**src/rtl/mrope_pkg.sv**
```systemverilog
// Shared types, constants and helpers for the three-axis rotary position generator.
// No dependencies; every other file imports this package.
`default_nettype none

package mrope_pkg;

   localparam int MAX_IMAGES = 16;
   localparam int IDX_W      = $clog2(MAX_IMAGES);
   localparam int CNT_W      = $clog2(MAX_IMAGES + 1);
   localparam int POS_BITS   = 20;
   localparam int TOKEN_W    = 18;
   localparam int DIM_IN_W   = 7;
   localparam int FRM_IN_W   = 6;
   localparam int COL_W      = 6;
   localparam int ROW_W      = 6;
   localparam int FRM_W      = 5;
   localparam int MAX_DIM    = 64;
   localparam int MAX_FRAMES = 32;

   localparam int CSR_ADDR_W = 3;
   localparam int CSR_DATA_W = 32;
   localparam logic CSR_IMG_BASE = 1'b0;
   localparam logic [TOKEN_W-1:0] IMG_BASE_RST = TOKEN_W'(65536);

   typedef enum logic [1:0] {
      KIND_CLEAR  = 2'd0,
      KIND_APPEND = 2'd1,
      KIND_TOKEN  = 2'd2
   } kind_type;

   typedef enum logic [1:0] {
      ERR_OK            = 2'd0,
      ERR_NO_GRID       = 2'd1,
      ERR_TEXT_IN_IMAGE = 2'd2,
      ERR_SATURATED     = 2'd3
   } err_type;

   typedef struct packed {
      logic [FRM_W-1:0] frames_m1;
      logic [ROW_W-1:0] rows_m1;
      logic [COL_W-1:0] cols_m1;
   } grid_entry_type;

   typedef struct packed {
      logic                 en;
      logic [IDX_W-1:0]     addr;
      grid_entry_type       data;
   } table_wr_type;

   typedef struct packed {
      logic [1:0]          kind;
      logic [TOKEN_W-1:0]  token_id;
      logic [DIM_IN_W-1:0] grid_cols;
      logic [DIM_IN_W-1:0] grid_rows;
      logic [FRM_IN_W-1:0] grid_frames;
      logic                new_batch;
      logic                new_sequence;
   } req_type;

   typedef struct packed {
      logic [POS_BITS-1:0] pos_time;
      logic [POS_BITS-1:0] pos_row;
      logic [POS_BITS-1:0] pos_col;
      err_type             error;
   } rsp_type;

   // size minus one, 0 kept as 0, oversize pinned to the top entry
   function automatic logic [COL_W-1:0] clamp_dim(logic [DIM_IN_W-1:0] v);
      logic [COL_W-1:0] r;
      if (v == '0) r = '0;
      else if (v > DIM_IN_W'(MAX_DIM)) r = COL_W'(MAX_DIM - 1);
      else r = COL_W'(v - DIM_IN_W'(1));
      return r;
   endfunction

   function automatic logic [FRM_W-1:0] clamp_frames(logic [FRM_IN_W-1:0] v);
      logic [FRM_W-1:0] r;
      if (v == '0) r = '0;
      else if (v > FRM_IN_W'(MAX_FRAMES)) r = FRM_W'(MAX_FRAMES - 1);
      else r = FRM_W'(v - FRM_IN_W'(1));
      return r;
   endfunction

   function automatic logic [POS_BITS-1:0] sat_pos(logic [POS_BITS:0] v);
      return v[POS_BITS] ? {POS_BITS{1'b1}} : v[POS_BITS-1:0];
   endfunction

endpackage

`default_nettype wire

```
**src/rtl/multimodal_rope_position_ids.sv**
```systemverilog
// Top level: input register, position core, grid table, result register, APB CSR.
// Depends on mrope_pkg, mrope_grid_table, mrope_pos_core.
`default_nettype none

// Three-axis rotary position generator. An accepted item sits in the input
// register while the core's logic works on it, and its result is loaded into
// the result register as the item leaves the input register; rsp_valid then
// rises. One item per cycle sustained while results are taken. The running time and walk
// counters update in that single step, so a token sees the state left by the
// token right before it. Grid and clear items produce no result and pass even
// while a result waits; a waiting result stalls only a token item. The grid
// table holds MAX_IMAGES entries and needs no clearing after reset.
// CSR: first image token id at byte address 0.
module multimodal_rope_position_ids
   import mrope_pkg::*;
(
   input  wire logic                  clock,
   input  wire logic                  reset,
   input  wire logic                  req_valid,
   output logic                       req_ready,
   input  wire logic [1:0]            req_kind,
   input  wire logic [TOKEN_W-1:0]    req_token_id,
   input  wire logic [DIM_IN_W-1:0]   req_grid_cols,
   input  wire logic [DIM_IN_W-1:0]   req_grid_rows,
   input  wire logic [FRM_IN_W-1:0]   req_grid_frames,
   input  wire logic                  req_new_batch,
   input  wire logic                  req_new_sequence,
   output logic                       rsp_valid,
   input  wire logic                  rsp_ready,
   output logic [POS_BITS-1:0]        rsp_pos_time,
   output logic [POS_BITS-1:0]        rsp_pos_row,
   output logic [POS_BITS-1:0]        rsp_pos_col,
   output logic [1:0]                 rsp_error,
   input  wire logic                  psel,
   input  wire logic                  penable,
   input  wire logic                  pwrite,
   input  wire logic [CSR_ADDR_W-1:0] paddr,
   input  wire logic [CSR_DATA_W-1:0] pwdata,
   output logic [CSR_DATA_W-1:0]      prdata,
   output logic                       pready
);

   logic               in_valid_ff, in_valid_in;
   req_type            in_req_ff;
   logic               out_valid_ff, out_valid_in;
   rsp_type            out_rsp_ff;
   logic [TOKEN_W-1:0] img_base_ff, img_base_in;

   logic           has_result, advance, csr_wr;
   rsp_type        core_rsp;
   table_wr_type   tbl_wr;
   logic [IDX_W-1:0] rd_index;
   grid_entry_type rd_entry;

   // CSR
   assign pready = 1'b1;
   assign csr_wr = psel && penable && pwrite && pready;
   assign img_base_in = (csr_wr && paddr[2] == CSR_IMG_BASE) ?
                        pwdata[TOKEN_W-1:0] : img_base_ff;
   assign prdata = (paddr[2] == CSR_IMG_BASE) ?
                   CSR_DATA_W'(img_base_ff) : '0;

   // handshake: an item leaves the input register when it has no result or its result has room
   assign has_result  = (in_req_ff.kind == KIND_TOKEN);
   assign advance     = in_valid_ff && (!has_result || !out_valid_ff || rsp_ready);
   assign req_ready   = !in_valid_ff || advance;
   assign in_valid_in = (req_valid && req_ready) || (in_valid_ff && !advance);
   assign out_valid_in = (advance && has_result) || (out_valid_ff && !rsp_ready);

   always_ff @(posedge clock) begin
      if (reset) begin
         in_valid_ff  <= 1'b0;
         out_valid_ff <= 1'b0;
         img_base_ff  <= IMG_BASE_RST;
      end else begin
         in_valid_ff  <= in_valid_in;
         out_valid_ff <= out_valid_in;
         img_base_ff  <= img_base_in;
      end
   end

   always_ff @(posedge clock) begin
      if (req_valid && req_ready) begin
         in_req_ff.kind         <= req_kind;
         in_req_ff.token_id     <= req_token_id;
         in_req_ff.grid_cols    <= req_grid_cols;
         in_req_ff.grid_rows    <= req_grid_rows;
         in_req_ff.grid_frames  <= req_grid_frames;
         in_req_ff.new_batch    <= req_new_batch;
         in_req_ff.new_sequence <= req_new_sequence;
      end
      if (advance && has_result) begin
         out_rsp_ff <= core_rsp;
      end
   end

   mrope_grid_table u_table (
      .clock    (clock),
      .wr       (tbl_wr),
      .rd_index (rd_index),
      .rd_entry (rd_entry)
   );

   mrope_pos_core u_core (
      .clock          (clock),
      .reset          (reset),
      .fire           (advance),
      .req            (in_req_ff),
      .img_base       (img_base_ff),
      .rd_entry       (rd_entry),
      .rd_index       (rd_index),
      .tbl_wr         (tbl_wr),
      .rsp            (core_rsp)
   );

   assign rsp_valid    = out_valid_ff;
   assign rsp_pos_time = out_rsp_ff.pos_time;
   assign rsp_pos_row  = out_rsp_ff.pos_row;
   assign rsp_pos_col  = out_rsp_ff.pos_col;
   assign rsp_error    = out_rsp_ff.error;

endmodule

`default_nettype wire

```
**src/rtl/mrope_grid_table.sv**
```systemverilog
// Grid size table: MAX_IMAGES flop entries, one write port, one read port.
// Depends on mrope_pkg.
`default_nettype none

module mrope_grid_table
   import mrope_pkg::*;
(
   input  wire logic           clock,
   input  wire table_wr_type   wr,
   input  wire logic [IDX_W-1:0] rd_index,
   output grid_entry_type      rd_entry
);

   grid_entry_type entry_ff [MAX_IMAGES];

   always_ff @(posedge clock) begin
      if (wr.en) begin
         entry_ff[wr.addr] <= wr.data;
      end
   end

   assign rd_entry = entry_ff[rd_index];

endmodule

`default_nettype wire

```
**src/rtl/mrope_pos_core.sv**
```systemverilog
// Position state (running time, table fill and read index, image walk counters)
// and the per-item next-state and result logic. Depends on mrope_pkg.
`default_nettype none

module mrope_pos_core
   import mrope_pkg::*;
(
   input  wire logic                clock,
   input  wire logic                reset,
   input  wire logic                fire,
   input  wire req_type             req,
   input  wire logic [TOKEN_W-1:0]  img_base,
   input  wire grid_entry_type      rd_entry,
   output logic [IDX_W-1:0]         rd_index,
   output table_wr_type             tbl_wr,
   output rsp_type                  rsp
);

   logic [POS_BITS-1:0] rt_ff, rt_in;
   logic [CNT_W-1:0]    cnt_ff, cnt_in;
   logic [CNT_W-1:0]    idx_ff, idx_in;
   logic                img_ff, img_in;
   logic [FRM_W-1:0]    fc_ff, fc_in;
   logic [ROW_W-1:0]    rc_ff, rc_in;
   logic [COL_W-1:0]    cc_ff, cc_in;

   logic [POS_BITS-1:0] t;
   logic [CNT_W-1:0]    idx0, idx_m1;
   logic                img0, is_image, no_grid;
   logic [FRM_W-1:0]    fc_eff;
   logic [ROW_W-1:0]    rc_eff;
   logic [COL_W-1:0]    cc_eff;
   logic                col_more, row_more, frm_more;
   logic [COL_W-1:0]    dim_max;
   logic [POS_BITS:0]   sum_row, sum_col, sum_one, sum_max;
   logic                img_sat;

   // item-start adjustments: new_sequence zeroes time, new_batch drops the walk
   assign t      = req.new_sequence ? '0 : rt_ff;
   assign idx0   = req.new_batch ? '0 : idx_ff;
   assign img0   = req.new_batch ? 1'b0 : img_ff;
   assign idx_m1 = idx0 - CNT_W'(1);
   assign rd_index = img0 ? idx_m1[IDX_W-1:0] : idx0[IDX_W-1:0];

   assign is_image = (req.token_id >= img_base);
   assign no_grid  = !img0 && (idx0 >= cnt_ff);

   assign fc_eff = img0 ? fc_ff : '0;
   assign rc_eff = img0 ? rc_ff : '0;
   assign cc_eff = img0 ? cc_ff : '0;

   assign col_more = cc_eff < rd_entry.cols_m1;
   assign row_more = rc_eff < rd_entry.rows_m1;
   assign frm_more = fc_eff < rd_entry.frames_m1;
   assign dim_max  = (rd_entry.rows_m1 > rd_entry.cols_m1) ? rd_entry.rows_m1 : rd_entry.cols_m1;

   assign sum_row = {1'b0, t} + (POS_BITS+1)'(rc_eff);
   assign sum_col = {1'b0, t} + (POS_BITS+1)'(cc_eff);
   assign sum_one = {1'b0, t} + (POS_BITS+1)'(1);
   assign sum_max = {1'b0, t} + (POS_BITS+1)'(dim_max) + (POS_BITS+1)'(1);

   assign img_sat = sum_row[POS_BITS] | sum_col[POS_BITS] |
                    (!col_more && !row_more && (frm_more ? sum_one[POS_BITS]
                                                         : sum_max[POS_BITS]));

   // result of a token item
   always_comb begin
      rsp.pos_time = t;
      rsp.pos_row  = t;
      rsp.pos_col  = t;
      rsp.error    = ERR_OK;
      if (!is_image) begin
         if (img0) rsp.error = ERR_TEXT_IN_IMAGE;
         else if (sum_one[POS_BITS]) rsp.error = ERR_SATURATED;
      end else if (no_grid) begin
         rsp.error = ERR_NO_GRID;
      end else begin
         rsp.pos_row = sat_pos(sum_row);
         rsp.pos_col = sat_pos(sum_col);
         if (img_sat) rsp.error = ERR_SATURATED;
      end
   end

   // next state
   always_comb begin
      rt_in  = rt_ff;
      cnt_in = cnt_ff;
      idx_in = idx_ff;
      img_in = img_ff;
      fc_in  = fc_ff;
      rc_in  = rc_ff;
      cc_in  = cc_ff;
      tbl_wr.en   = 1'b0;
      tbl_wr.addr = cnt_ff[IDX_W-1:0];
      tbl_wr.data.cols_m1   = clamp_dim(req.grid_cols);
      tbl_wr.data.rows_m1   = clamp_dim(req.grid_rows);
      tbl_wr.data.frames_m1 = clamp_frames(req.grid_frames);
      if (fire) begin
         case (req.kind)
            KIND_CLEAR: begin
               cnt_in = '0;
               idx_in = '0;
               img_in = 1'b0;
            end
            KIND_APPEND: begin
               if (cnt_ff < CNT_W'(MAX_IMAGES)) begin
                  tbl_wr.en = 1'b1;
                  cnt_in    = cnt_ff + CNT_W'(1);
               end
            end
            KIND_TOKEN: begin
               rt_in  = t;
               idx_in = idx0;
               img_in = img0;
               if (!is_image) begin
                  img_in = 1'b0;
                  rt_in  = sat_pos(sum_one);
               end else if (!no_grid) begin
                  img_in = 1'b1;
                  if (!img0) idx_in = idx0 + CNT_W'(1);
                  fc_in = fc_eff;
                  rc_in = rc_eff;
                  cc_in = cc_eff;
                  if (col_more) begin
                     cc_in = cc_eff + COL_W'(1);
                  end else begin
                     cc_in = '0;
                     if (row_more) begin
                        rc_in = rc_eff + ROW_W'(1);
                     end else begin
                        rc_in = '0;
                        if (frm_more) begin
                           fc_in = fc_eff + FRM_W'(1);
                           rt_in = sat_pos(sum_one);
                        end else begin
                           fc_in  = '0;
                           img_in = 1'b0;
                           rt_in  = sat_pos(sum_max);
                        end
                     end
                  end
               end
            end
            default: ;
         endcase
      end
   end

   always_ff @(posedge clock) begin
      if (reset) begin
         rt_ff  <= '0;
         cnt_ff <= '0;
         idx_ff <= '0;
         img_ff <= 1'b0;
         fc_ff  <= '0;
         rc_ff  <= '0;
         cc_ff  <= '0;
      end else begin
         rt_ff  <= rt_in;
         cnt_ff <= cnt_in;
         idx_ff <= idx_in;
         img_ff <= img_in;
         fc_ff  <= fc_in;
         rc_ff  <= rc_in;
         cc_ff  <= cc_in;
      end
   end

endmodule

`default_nettype wire

```
**config.mk**
```make
export PLATFORM = sky130hd
export DESIGN_NAME = multimodal_rope_position_ids
export DESIGN_NICKNAME = d
export VERILOG_FILES = /design/src/rtl/mrope_pkg.sv /design/src/rtl/multimodal_rope_position_ids.sv /design/src/rtl/mrope_grid_table.sv /design/src/rtl/mrope_pos_core.sv
export SDC_FILE = /design/constraint.sdc
export NUM_CORES = 1
export LEC_CHECK = 0
export BUFFER_PORTS_ARGS = -buffer_cell sky130_fd_sc_hd__clkbuf_2
export CAP_MARGIN = 20
export CORE_UTILIZATION = 46
export DETAILED_ROUTE_END_ITERATION = 8
export PLACE_DENSITY = 0.68
export SYNTH_ARGS = -nofsm -noshare
export SYNTH_HDL_FRONTEND = slang
export SYNTH_SLANG_ARGS = --single-unit
```
**constraint.sdc**
```tcl
create_clock -name clock -period 16.04 [get_ports clock]
set_input_delay 1.604 -clock clock [delete_from_list [all_inputs] [get_ports clock]]
set_output_delay 1.604 -clock clock [all_outputs]
set_load 0.02 [all_outputs]
```
==> results of run 1 <==
[stage by stage]
step | hold WS (ns) | setup slack [ns] | power [mW] | std cells
3_5_place_dp | 0.4421 | 7.985 | 1.395 | 2546
4_1_cts | 0.4507 | 7.937 | 2.419 | 2633
3_3_place_gp | 0.4338 | 7.987 | 1.391 | 2545
6_report | 0.4468 | 7.941 | 2.395 | 2635
2_1_floorplan | 0.4273 | 9.642 | 1.361 | 1852
5_1_grt | 0.4769 | 7.360 | 2.472 | 2635
[kinds of logic (layout without fill, tap and decap cells)]
group / count (synthesis) / after routing / share of synthesized area
DFF: 444 / 444 / 0.5698
buffers and inverters: 188 / 356 / 0.04035
and+or+nand+nor: 636 / 636 / 0.1404
muxes: 89 / 89 / 0.07264
xor gates and xnor gates: 64 / 64 / 0.02524
adders and majority gates: 83 / 83 / 0.04745
other: 2 / 15 / 0.0003382
AOI/OAI and AO/OA: 333 / 333 / 0.1038
[routing by layer]
layer / global-route usage / routed length [um] / share of wire
met1: 0.2744 / 21930 / 0.41
met2: 0.3794 / 27260 / 0.51
met3: 0.03220 / 3162 / 0.059
met4: 0.08356 / 1530 / 0.028
met5: 0 / 0 / 0
[Yosys cell counts (31+ instances only)]
master    number  area, um^2
dfxtp_1       68        1361
nand3_1       69       345.3
nor2b_1       35       219.0
nor2_1       129       484.2
xnor2_1       47       411.6
nand2b_1      31       193.9
clkbuf_1      46       172.7
a21oi_1       94       470.5
mux4_2        57        1284
ha_1          77       963.4
edfxtp_1     376       11290
inv_1         72       270.3
nand2_1      206       773.2
nor3_1        38       190.2
o21ai_0       63       315.3
[tightest hold or removal path, stage by stage, from the launching register on]
cell and delay (ns):
dfxtp_1 0.30, nand2_1 0.05, a21oi_1 0.05
[layout make-up]
| class | count | area (um^2) | share of cell area |
|---|---|---|---|
| inverters | 75 | 281.5 | 0.01125 |
| well taps | 615 | 769.5 | 0.03074 |
| repair buffers | 194 | 1096 | 0.04378 |
| clock buffers | 65 | 1244 | 0.04968 |
| multi-input cells | 1220 | 8782 | 0.3508 |
| clock inverters | 22 | 206.4 | 0.008247 |
| flip-flops and latches | 444 | 12650 | 0.5055 |
[report_power, final]
part | switching, mW | internal (mW)
clock | 0.458 | 0.566
combinational | 0.0662 | 0.0316
sequential | 0.00650 | 1.27
total | 0.531 | 1.86
[worst min-delay path by stage]
stage	start	to	cells past startpoint
5_1_grt	img_base_ff[15]	img_base_ff[15]	2
6_report	u_core.rc_ff[4]	u_core.rc_ff[4]	2
4_1_cts	u_core.rc_ff[4]	u_core.rc_ff[4]	2
3_3_place_gp	u_core.rc_ff[4]	u_core.rc_ff[4]	2
3_5_place_dp	u_core.rc_ff[4]	u_core.rc_ff[4]	2
2_1_floorplan	u_core.rc_ff[4]	u_core.rc_ff[4]	2
[sequential cells by signal, indices dropped and copies added, names as in the netlist]
register,flops
rsp_pos_time,20
in_req_ff,42
u_core.rc_ff,6
img_base_ff,18
rsp_error,2
u_core.idx_ff,5
u_table.entry_ff,272
u_core.fc_ff,5
rsp_valid,1
rsp_pos_col,20
in_valid_ff,1
u_core.rt_ff,20
u_core.img_ff,1
u_core.cc_ff,6
rsp_pos_row,20
u_core.cnt_ff,5
==> flow_summary.ini, run 1 <==
[final_layout]
drive_gt1_frac = 0.1827
fill_cells = 4017
mostFrequentLayoutCell = edfxtp_1
final_area_mm2 = 0.02503
layout_common_cells = 376 x edfxtp_1, 206 x nand2_1, 149 x clkbuf_2
utilization = 0.5254
syn2layout_area_growth_pct = 12.74
n_antenna_cell = 0
finalNetCount = 2146

[logic_synthesis]
synthesis.instances = 1839
ys_seq_area_frac = 0.5698
ys_ff_latch = 444
ys_types = 89
ys.flop_type = edfxtp_1
ys_warn_count = 0
async_flop_share = 0
syn_area_mm2 = 0.02220
synth-edff-count = 376
syn_area_per_cell_um2 = 12.07

[clock_network]
cts_buffers = 47
postCtsSetupRepairBufs = 0
cts_resized = 0
cts_root_buf = clkbuf_16
clkSinkCount = 444
ctsHoldBuffers = 0
worst_skew_pair.late_latency_ns = 0.61
htreeDepth = 2
clockBufferDepth = 3
path_clk_slew_ns = 0.06
cts_tree = done

[place]
dp_hpwl_mm = 34.29
gp_congestion = 0.9000
dpl_cell_area_mm2 = 0.02356
port_buffers = 149

[grt]
grt_max_degree = 62
grt_pass1_vias = 15020
antenna_found_initial = 0
grt_pass1_wl_mm = 83.68
grt-ovfl-total = 0
grt_use_total = 0.2181

[setup_path]
r2r_start = u_core.img_ff
cp.required_ns = 16.54
cp-end-kind = flip-flop
r2r_end = u_core.rt_ff[16]
ff2ff_path_depth = 29
cpPeakStageDelay_ns = 0.72
cp-startpoint = u_core.img_ff
critPathCapture = u_core.rt_ff[16]
worstPathArrival_ns = 8.60
critPathSlowestCell = buf_4
crit_fanout = 44
crit_top_cell = nor2b_1
path_class = reg2reg
worst-path-stages = 29
critPathTopFamily = simple AND/OR/NAND/NOR gates
start_kind = flip-flop
cp_num_buf_inv = 3
reg2reg_slack_ns = 7.94

[die]
core_mm2 = 0.04765
die_h_um = 221.7
die_w_um = 221.7
pin_count = 181
start_util = 0.4660
num_rows = 80
dieArea_mm2 = 0.04915

[routing]
wire_per_inst_um = 20.45
drt_pass1_iterations = 6
first_iter_violations = 1245
antenna_left = 0
vias = 15330
wl_mm = 53.88
vias_per_cell = 5.819
drc_errors = 0

[timing]
maxSlewHeadroom = 0.2790
setup_violations = 0
clock.fmax_ghz = 0.1235
final.setup.tns_ns = 0
worstMarginPinSlew_ns = 1.077
period_needed_ns = 8.099
hold_viol = 0
rsz0062_at_grt = false
clock_skew_ns = 0.02028
min_period_over_period = 0.5049
maxSlewViolCount = 0

[hold_path]
hold_path.class = reg2reg

[outcome]
status = completed

[pwr]
p_per_area_mw_per_mm2 = 95.69
p_leak_nw = 8.842
peakVddDrop_v = 0.00007641

[flow_run]
maxCapViolations = 0
Note: power is estimated with default switching activity, not from simulation.
==> run 2, diff against run 1 <==
- PLACE_DENSITY: 0.68 -> 0.7
- clock period: 16.04 -> 7.3 ns (I/O delays scaled with it)
==> run 2 against run 1 <==
  * The run now ends with DRC left
  * Cell area up 0.52%
  * Total power up 120%
  * Sequential cell count unchanged
  * Core utilization up 0.27 points
  * Global-route usage up 0.090 points
  * Fmax up 23%
  * Sequential share of layout area down 0.26 points
  * Die area unchanged
  * Non-clock buffer count up 17
  * Clock power up 130%
  * Combinational power up 120%
  * Register-to-register slack worse by 7.2 ns
==> flow_summary.ini, run 2 (synthesis gave the netlist of run 1 again) <==
[routing]
wl_mm = 54.07
first_iter_violations = 1577
drc_errors = 1
vias = 15570
vias_per_cell = 5.881
drt_pass1_iterations = 8
antenna_left = 0
wire_per_inst_um = 20.42

[timing]
min_period_over_period = 0.9043
period_needed_ns = 6.602
final.setup.tns_ns = 0
rsz0062_at_grt = false
setup_violations = 0
clock_skew_ns = 0.02515
maxSlewViolCount = 0
hold_viol = 0
clock.fmax_ghz = 0.1515
maxSlewHeadroom = 0.3220
worstMarginPinSlew_ns = 1.008

[clock_network]
cts_tree = done
worst_skew_pair.late_latency_ns = 0.60
cts_root_buf = clkbuf_16
clkSinkCount = 444
postCtsSetupRepairBufs = 0
path_clk_slew_ns = 0.06
htreeDepth = 2
ctsHoldBuffers = 0
cts_buffers = 46
clockBufferDepth = 3
cts_resized = 0

[final_layout]
syn2layout_area_growth_pct = 13.33
mostFrequentLayoutCell = edfxtp_1
largest_register_ffs = 272
reg.largest.list = u_table.entry_ff: 272 flops, in_req_ff: 42 flops
fill_cells = 3993
drive_gt1_frac = 0.1849
final_area_mm2 = 0.02516
n_antenna_cell = 0
top_register = u_table.entry_ff
finalNetCount = 2162
layout_common_cells = 376 x edfxtp_1, 206 x nand2_1, 149 x clkbuf_2

[grt]
grt_pass1_wl_mm = 84.54
antenna_found_initial = 0
grt_use_total = 0.2190
grt_pass1_vias = 15200
grt_max_degree = 62
grt-ovfl-total = 0

[hold_path]
min_path_cells = 1
hp-start = req_grid_rows[5]
hold_path.class = in2reg
hold_end = in_req_ff[13]

[outcome]
status = finished, violations left
failed_checks = DRC

[pwr]
p_per_area_mw_per_mm2 = 211.4
power.total_mw = 5.320
comb_power_share = 0.041
pwr-share-seq = 0.526
clkPwrFrac = 0.433
power_switching_mw = 1.148
peakVddDrop_v = 0.0001889
switching_share = 0.2159
p_leak_nw = 8.947
cellInternalPower_mw = 4.172

[setup_path]
cp-end-kind = flip-flop
reg2reg_slack_ns = 0.70
path_class = reg2reg
cpPeakStageDelay_ns = 0.58
worstPathArrival_ns = 7.10
cp.required_ns = 7.80
critPathSlowestCell = or3b_2
ff2ff_path_depth = 29
crit_fanout = 32
r2r_end = u_core.rt_ff[16]
r2r_start = u_core.idx_ff[0]
start_kind = flip-flop

[place]
dp_hpwl_mm = 35.26
port_buffers = 149
dpl_cell_area_mm2 = 0.02363
gp_congestion = 0.8782

[flow_run]
maxCapViolations = 0

[die]
die_h_um = 221.7
die_w_um = 221.7
num_rows = 80
dieArea_mm2 = 0.04915
start_util = 0.4660
pin_count = 181
core_mm2 = 0.04765
[run 2: cell count changes in the layout (fill, tap and decap cells not counted), sizes merged]
cell | before | now
buf | 45 | 62
clkbuf | 214 | 208
bufinv | 1 | 3
[run 2: layer usage]
layer  wire length (um)  GRT usage
met1              22540     0.2869
met2              26220     0.3664
met3               3342    0.02677
met4               1970    0.09677
met5                  0          0
[run 2: how the worst max path moves through the flow]
stage | from | to | slack [ns] | depth (start not counted)
after detailed placement | u_core.idx_ff[0] | u_core.rt_ff[16] | 0.79 | 29
final | u_core.idx_ff[0] | u_core.rt_ff[16] | 0.70 | 29
after CTS | u_core.idx_ff[0] | u_core.rt_ff[16] | 0.77 | 29
after global placement | u_core.idx_ff[0] | u_core.rt_ff[16] | 0.88 | 29
after floorplan | in_req_ff[1] | u_core.rt_ff[16] | 0.90 | 33
after global routing | u_core.idx_ff[0] | u_core.rt_ff[16] | 0.22 | 29
[run 2: critical path, delay by kind of cell (launching register included)]
family	cells	cell delay (ns)
muxes	2	0.82
buffers and inverters	5	1.09
xor gates and xnor gates	2	0.33
adders and majority gates	2	0.75
DFF	1	0.40
and+or+nand+nor	9	1.67
AOI/OAI and AO/OA	9	1.42
[run 2: final cells by class]
type	instances	area [um^2]	share of cell area
clock buffers	59	1242	0.04938
clock inverters	24	232.7	0.009249
inverters	75	281.5	0.01119
multi-input cells	1220	8760	0.3481
flip-flops and latches	444	12650	0.5029
well taps	615	769.5	0.03058
repair buffers	211	1224	0.04863
[run 2: power groups by stage]
stage	sequential, mW	clock [mW]	combinational (mW)
after floorplan	2.86	0	0.133
after global routing	2.80	2.44	0.241
final	2.80	2.30	0.219
after detailed placement	2.85	0	0.213
after global placement	2.85	0	0.205
after CTS	2.80	2.35	0.215
[run 2: stage by stage]
step / cells / util / setup slack, ns / hold slack, ns
3_5_place_dp: 2559 / 0.4960 / 0.7935 / 0.4465
2_1_floorplan: 1852 / - / 0.9020 / 0.4273
6_report: 2648 / 0.5281 / 0.6983 / 0.3039
5_1_grt: 2648 / 0.5281 / 0.2151 / 0.2868
4_1_cts: 2642 / 0.5269 / 0.7661 / 0.2812
3_3_place_gp: 2558 / 0.4958 / 0.8821 / 0.4347
==> run 3, diff against run 2 <==
- ABC_AREA: default -> 1
- clock period: 7.3 -> 5.7 ns (I/O delays scaled with it)
==> run 3 against run 2 <==
  * The flow now finishes without violations
  * Clock power rose by 38%
  * Fmax grew 21%
  * Cell area is 1.8% higher
  * Critical endpoint is now u_core.rt_ff[7]
  * Largest cell class unchanged
==> flow_summary.ini, run 3 <==
[pwr]
switching_share = 0.2160
comb_power_share = 0.043
cellInternalPower_mw = 5.533
power_switching_mw = 1.524
p_leak_nw = 9.817
pwr-share-seq = 0.508
peakVddDrop_v = 0.0003873
p_per_area_mw_per_mm2 = 275.7
clkPwrFrac = 0.449

[timing]
hold_slack_ns = 0.1486
hold_viol = 0
worstMarginPinSlew_ns = 1.197
maxSlewHeadroom = 0.2019
clock_skew_ns = 0.01629
timing.final.ws_setup_ns = 0.2339
clock.fmax_ghz = 0.1829
period_needed_ns = 5.466
min_period_over_period = 0.9590
maxSlewViolCount = 0
setup_violations = 0

[grt]
grt_use_total = 0.2300
antenna_found_initial = 0
grt-ovfl-total = 0
grt_pass1_vias = 16830
grt_pass1_wl_mm = 89.22
grt_max_degree = 65

[logic_synthesis]
synthTopCellsByCount = 495 x nand2_1, 376 x edfxtp_1, 239 x nor2_1
syn_area_mm2 = 0.02220
async_flop_share = 0
synth_largest_area_cell = edfxtp_1
synthesis.instances = 2330
ys_types = 52
ys_ff_latch = 444
ys_warn_count = 0
yosysMostFrequentCell = nand2_1
synth_top_area_share = 0.5087
ys.flop_type = edfxtp_1
synth-edff-count = 376
synth_area_leaders = edfxtp_1 51%, nand2_1 8.4%, dfxtp_1 6.1%
syn_area_per_cell_um2 = 9.526
ys_seq_area_frac = 0.5700

[setup_path]
r2r_end = u_core.rt_ff[7]
critPathSlowestCell = edfxtp_1
cpPeakStageDelay_ns = 0.50
ff2ff_path_depth = 30
start_kind = flip-flop
critPathCapture = u_core.rt_ff[7]
cp-startpoint = in_req_ff[1]
cp.required_ns = 6.21
cp-end-kind = flip-flop
worstPathArrival_ns = 5.98
path_class = reg2reg
crit_fanout = 48
r2r_start = in_req_ff[1]
crit_top_cell = nand2_1
reg2reg_slack_ns = 0.23

[die]
die_h_um = 221.7
num_rows = 80
pin_count = 181
dieArea_mm2 = 0.04914
die_w_um = 221.7
core_mm2 = 0.04765
start_util = 0.4659

[final_layout]
mostFrequentLayoutCell = nand2_1
multi_input_area_mm2 = 0.008264
syn2layout_area_growth_pct = 15.35
layout_common_cells = 488 x nand2_1, 376 x edfxtp_1, 221 x nor2_1
regArea_mm2 = 0.01265
largest_register_ffs = 272
top_register = u_table.entry_ff
finalNetCount = 2665
drive_gt1_frac = 0.1498
fill_cells = 4165
reg.largest.list = u_table.entry_ff: 272 flops, in_req_ff: 42 flops
n_antenna_cell = 0

[place]
post-place-ws_ns = 0.1017
dp_hpwl_mm = 37.39
port_buffers = 149
gp_congestion = 0.9689

[hold_path]
hold_path.class = in2reg
hp-start = req_grid_cols[1]

[clock_network]
cts_tree = done
cts_root_buf = clkbuf_16
htreeDepth = 2
ctsHoldBuffers = 0
cts_buffers = 48
clkSinkCount = 444
clockBufferDepth = 3
path_clk_slew_ns = 0.06
worst_skew_pair.late_latency_ns = 0.60

[routing]
drt_pass1_iterations = 8
vias_per_cell = 5.565
wire_per_inst_um = 18.44
first_iter_violations = 1712
vias = 17540
antenna_left = 0
wl_mm = 58.13
drc_errors = 0

[flow_run]
maxCapViolations = 0

[outcome]
status = completed
## run 3: what timing repair did
action                     4_1_cts  5_1_grt
buffers inserted                 0        2
gates resized for setup          0       19
setup endpoints to repair        0       22
## run 3: critical path: cells and delay by family, from the launching register on
family / cells / cell delay, ns
AOI/OAI and AO/OA: 10 / 1.80
and+or+nand+nor: 13 / 1.63
buffers and inverters: 5 / 0.79
DFF: 1 / 0.50
adders and majority gates: 2 / 0.64
## run 3: power groups by stage
stage	logic [mW]	clock network [mW]	registers, mW
6_report	0.305	3.17	3.59
2_1_floorplan	0.182	0	3.67
5_1_grt	0.335	3.33	3.59
4_1_cts	0.296	3.22	3.59
3_3_place_gp	0.284	0	3.65
3_5_place_dp	0.293	0	3.66
## run 3: cell type report
type	instances	share of cell area
inverter	221	0.03269
clock buffer	53	0.04765
sequential	444	0.4942
clock inverter	33	0.01510
multi-input combinational	1564	0.3228
tap	615	0.03005
timing repair buffer	222	0.05757
## run 3: worst min path at each step
| stage | slack, ns | to | depth (start not counted) |
|---|---|---|---|
| floorplan | 0.43 | u_core.cc_ff[4] | 2 |
| global placement | 0.43 | u_core.cc_ff[4] | 2 |
| detailed placement | 0.44 | u_core.cc_ff[4] | 2 |
| CTS | 0.13 | in_req_ff[21] | 1 |
| global route | 0.13 | in_req_ff[21] | 1 |
| finish | 0.15 | in_req_ff[16] | 1 |
## run 3: logic make-up after synthesis
logic type,Yosys count,share of synthesized area
compound gates,415,0.1079
xor+xnor,34,0.01375
fa+ha+maj,80,0.04611
buf+inv,335,0.06500
flops,444,0.5700
other cells,2,0.0003383
simple gates,1020,0.1968
## run 3: metal layers
metal | part of all wire | vias to the layer above | routed length (um) | global-route usage
li1 | - | 8384 | - | -
met2 | 0.49 | 691 | 28280 | 0.3912
met3 | 0.061 | 165 | 3517 | 0.03273
met5 | 0 | - | 0 | 0
met4 | 0.046 | 0 | 2691 | 0.1268
met1 | 0.41 | 8300 | 23640 | 0.2821
## run 3: per-stage QoR
step,TNS (ns),cell area [um^2],total power [mW],util,std cells
floorplan,0,22250,3.848,-,2343
global placement,0,23820,3.938,0.4999,3057
detailed placement,0,23830,3.949,0.5001,3058
CTS,0,25430,7.104,0.5338,3144
global route,-0.1456,25600,7.259,0.5374,3152
finish,0,25600,7.058,0.5374,3152
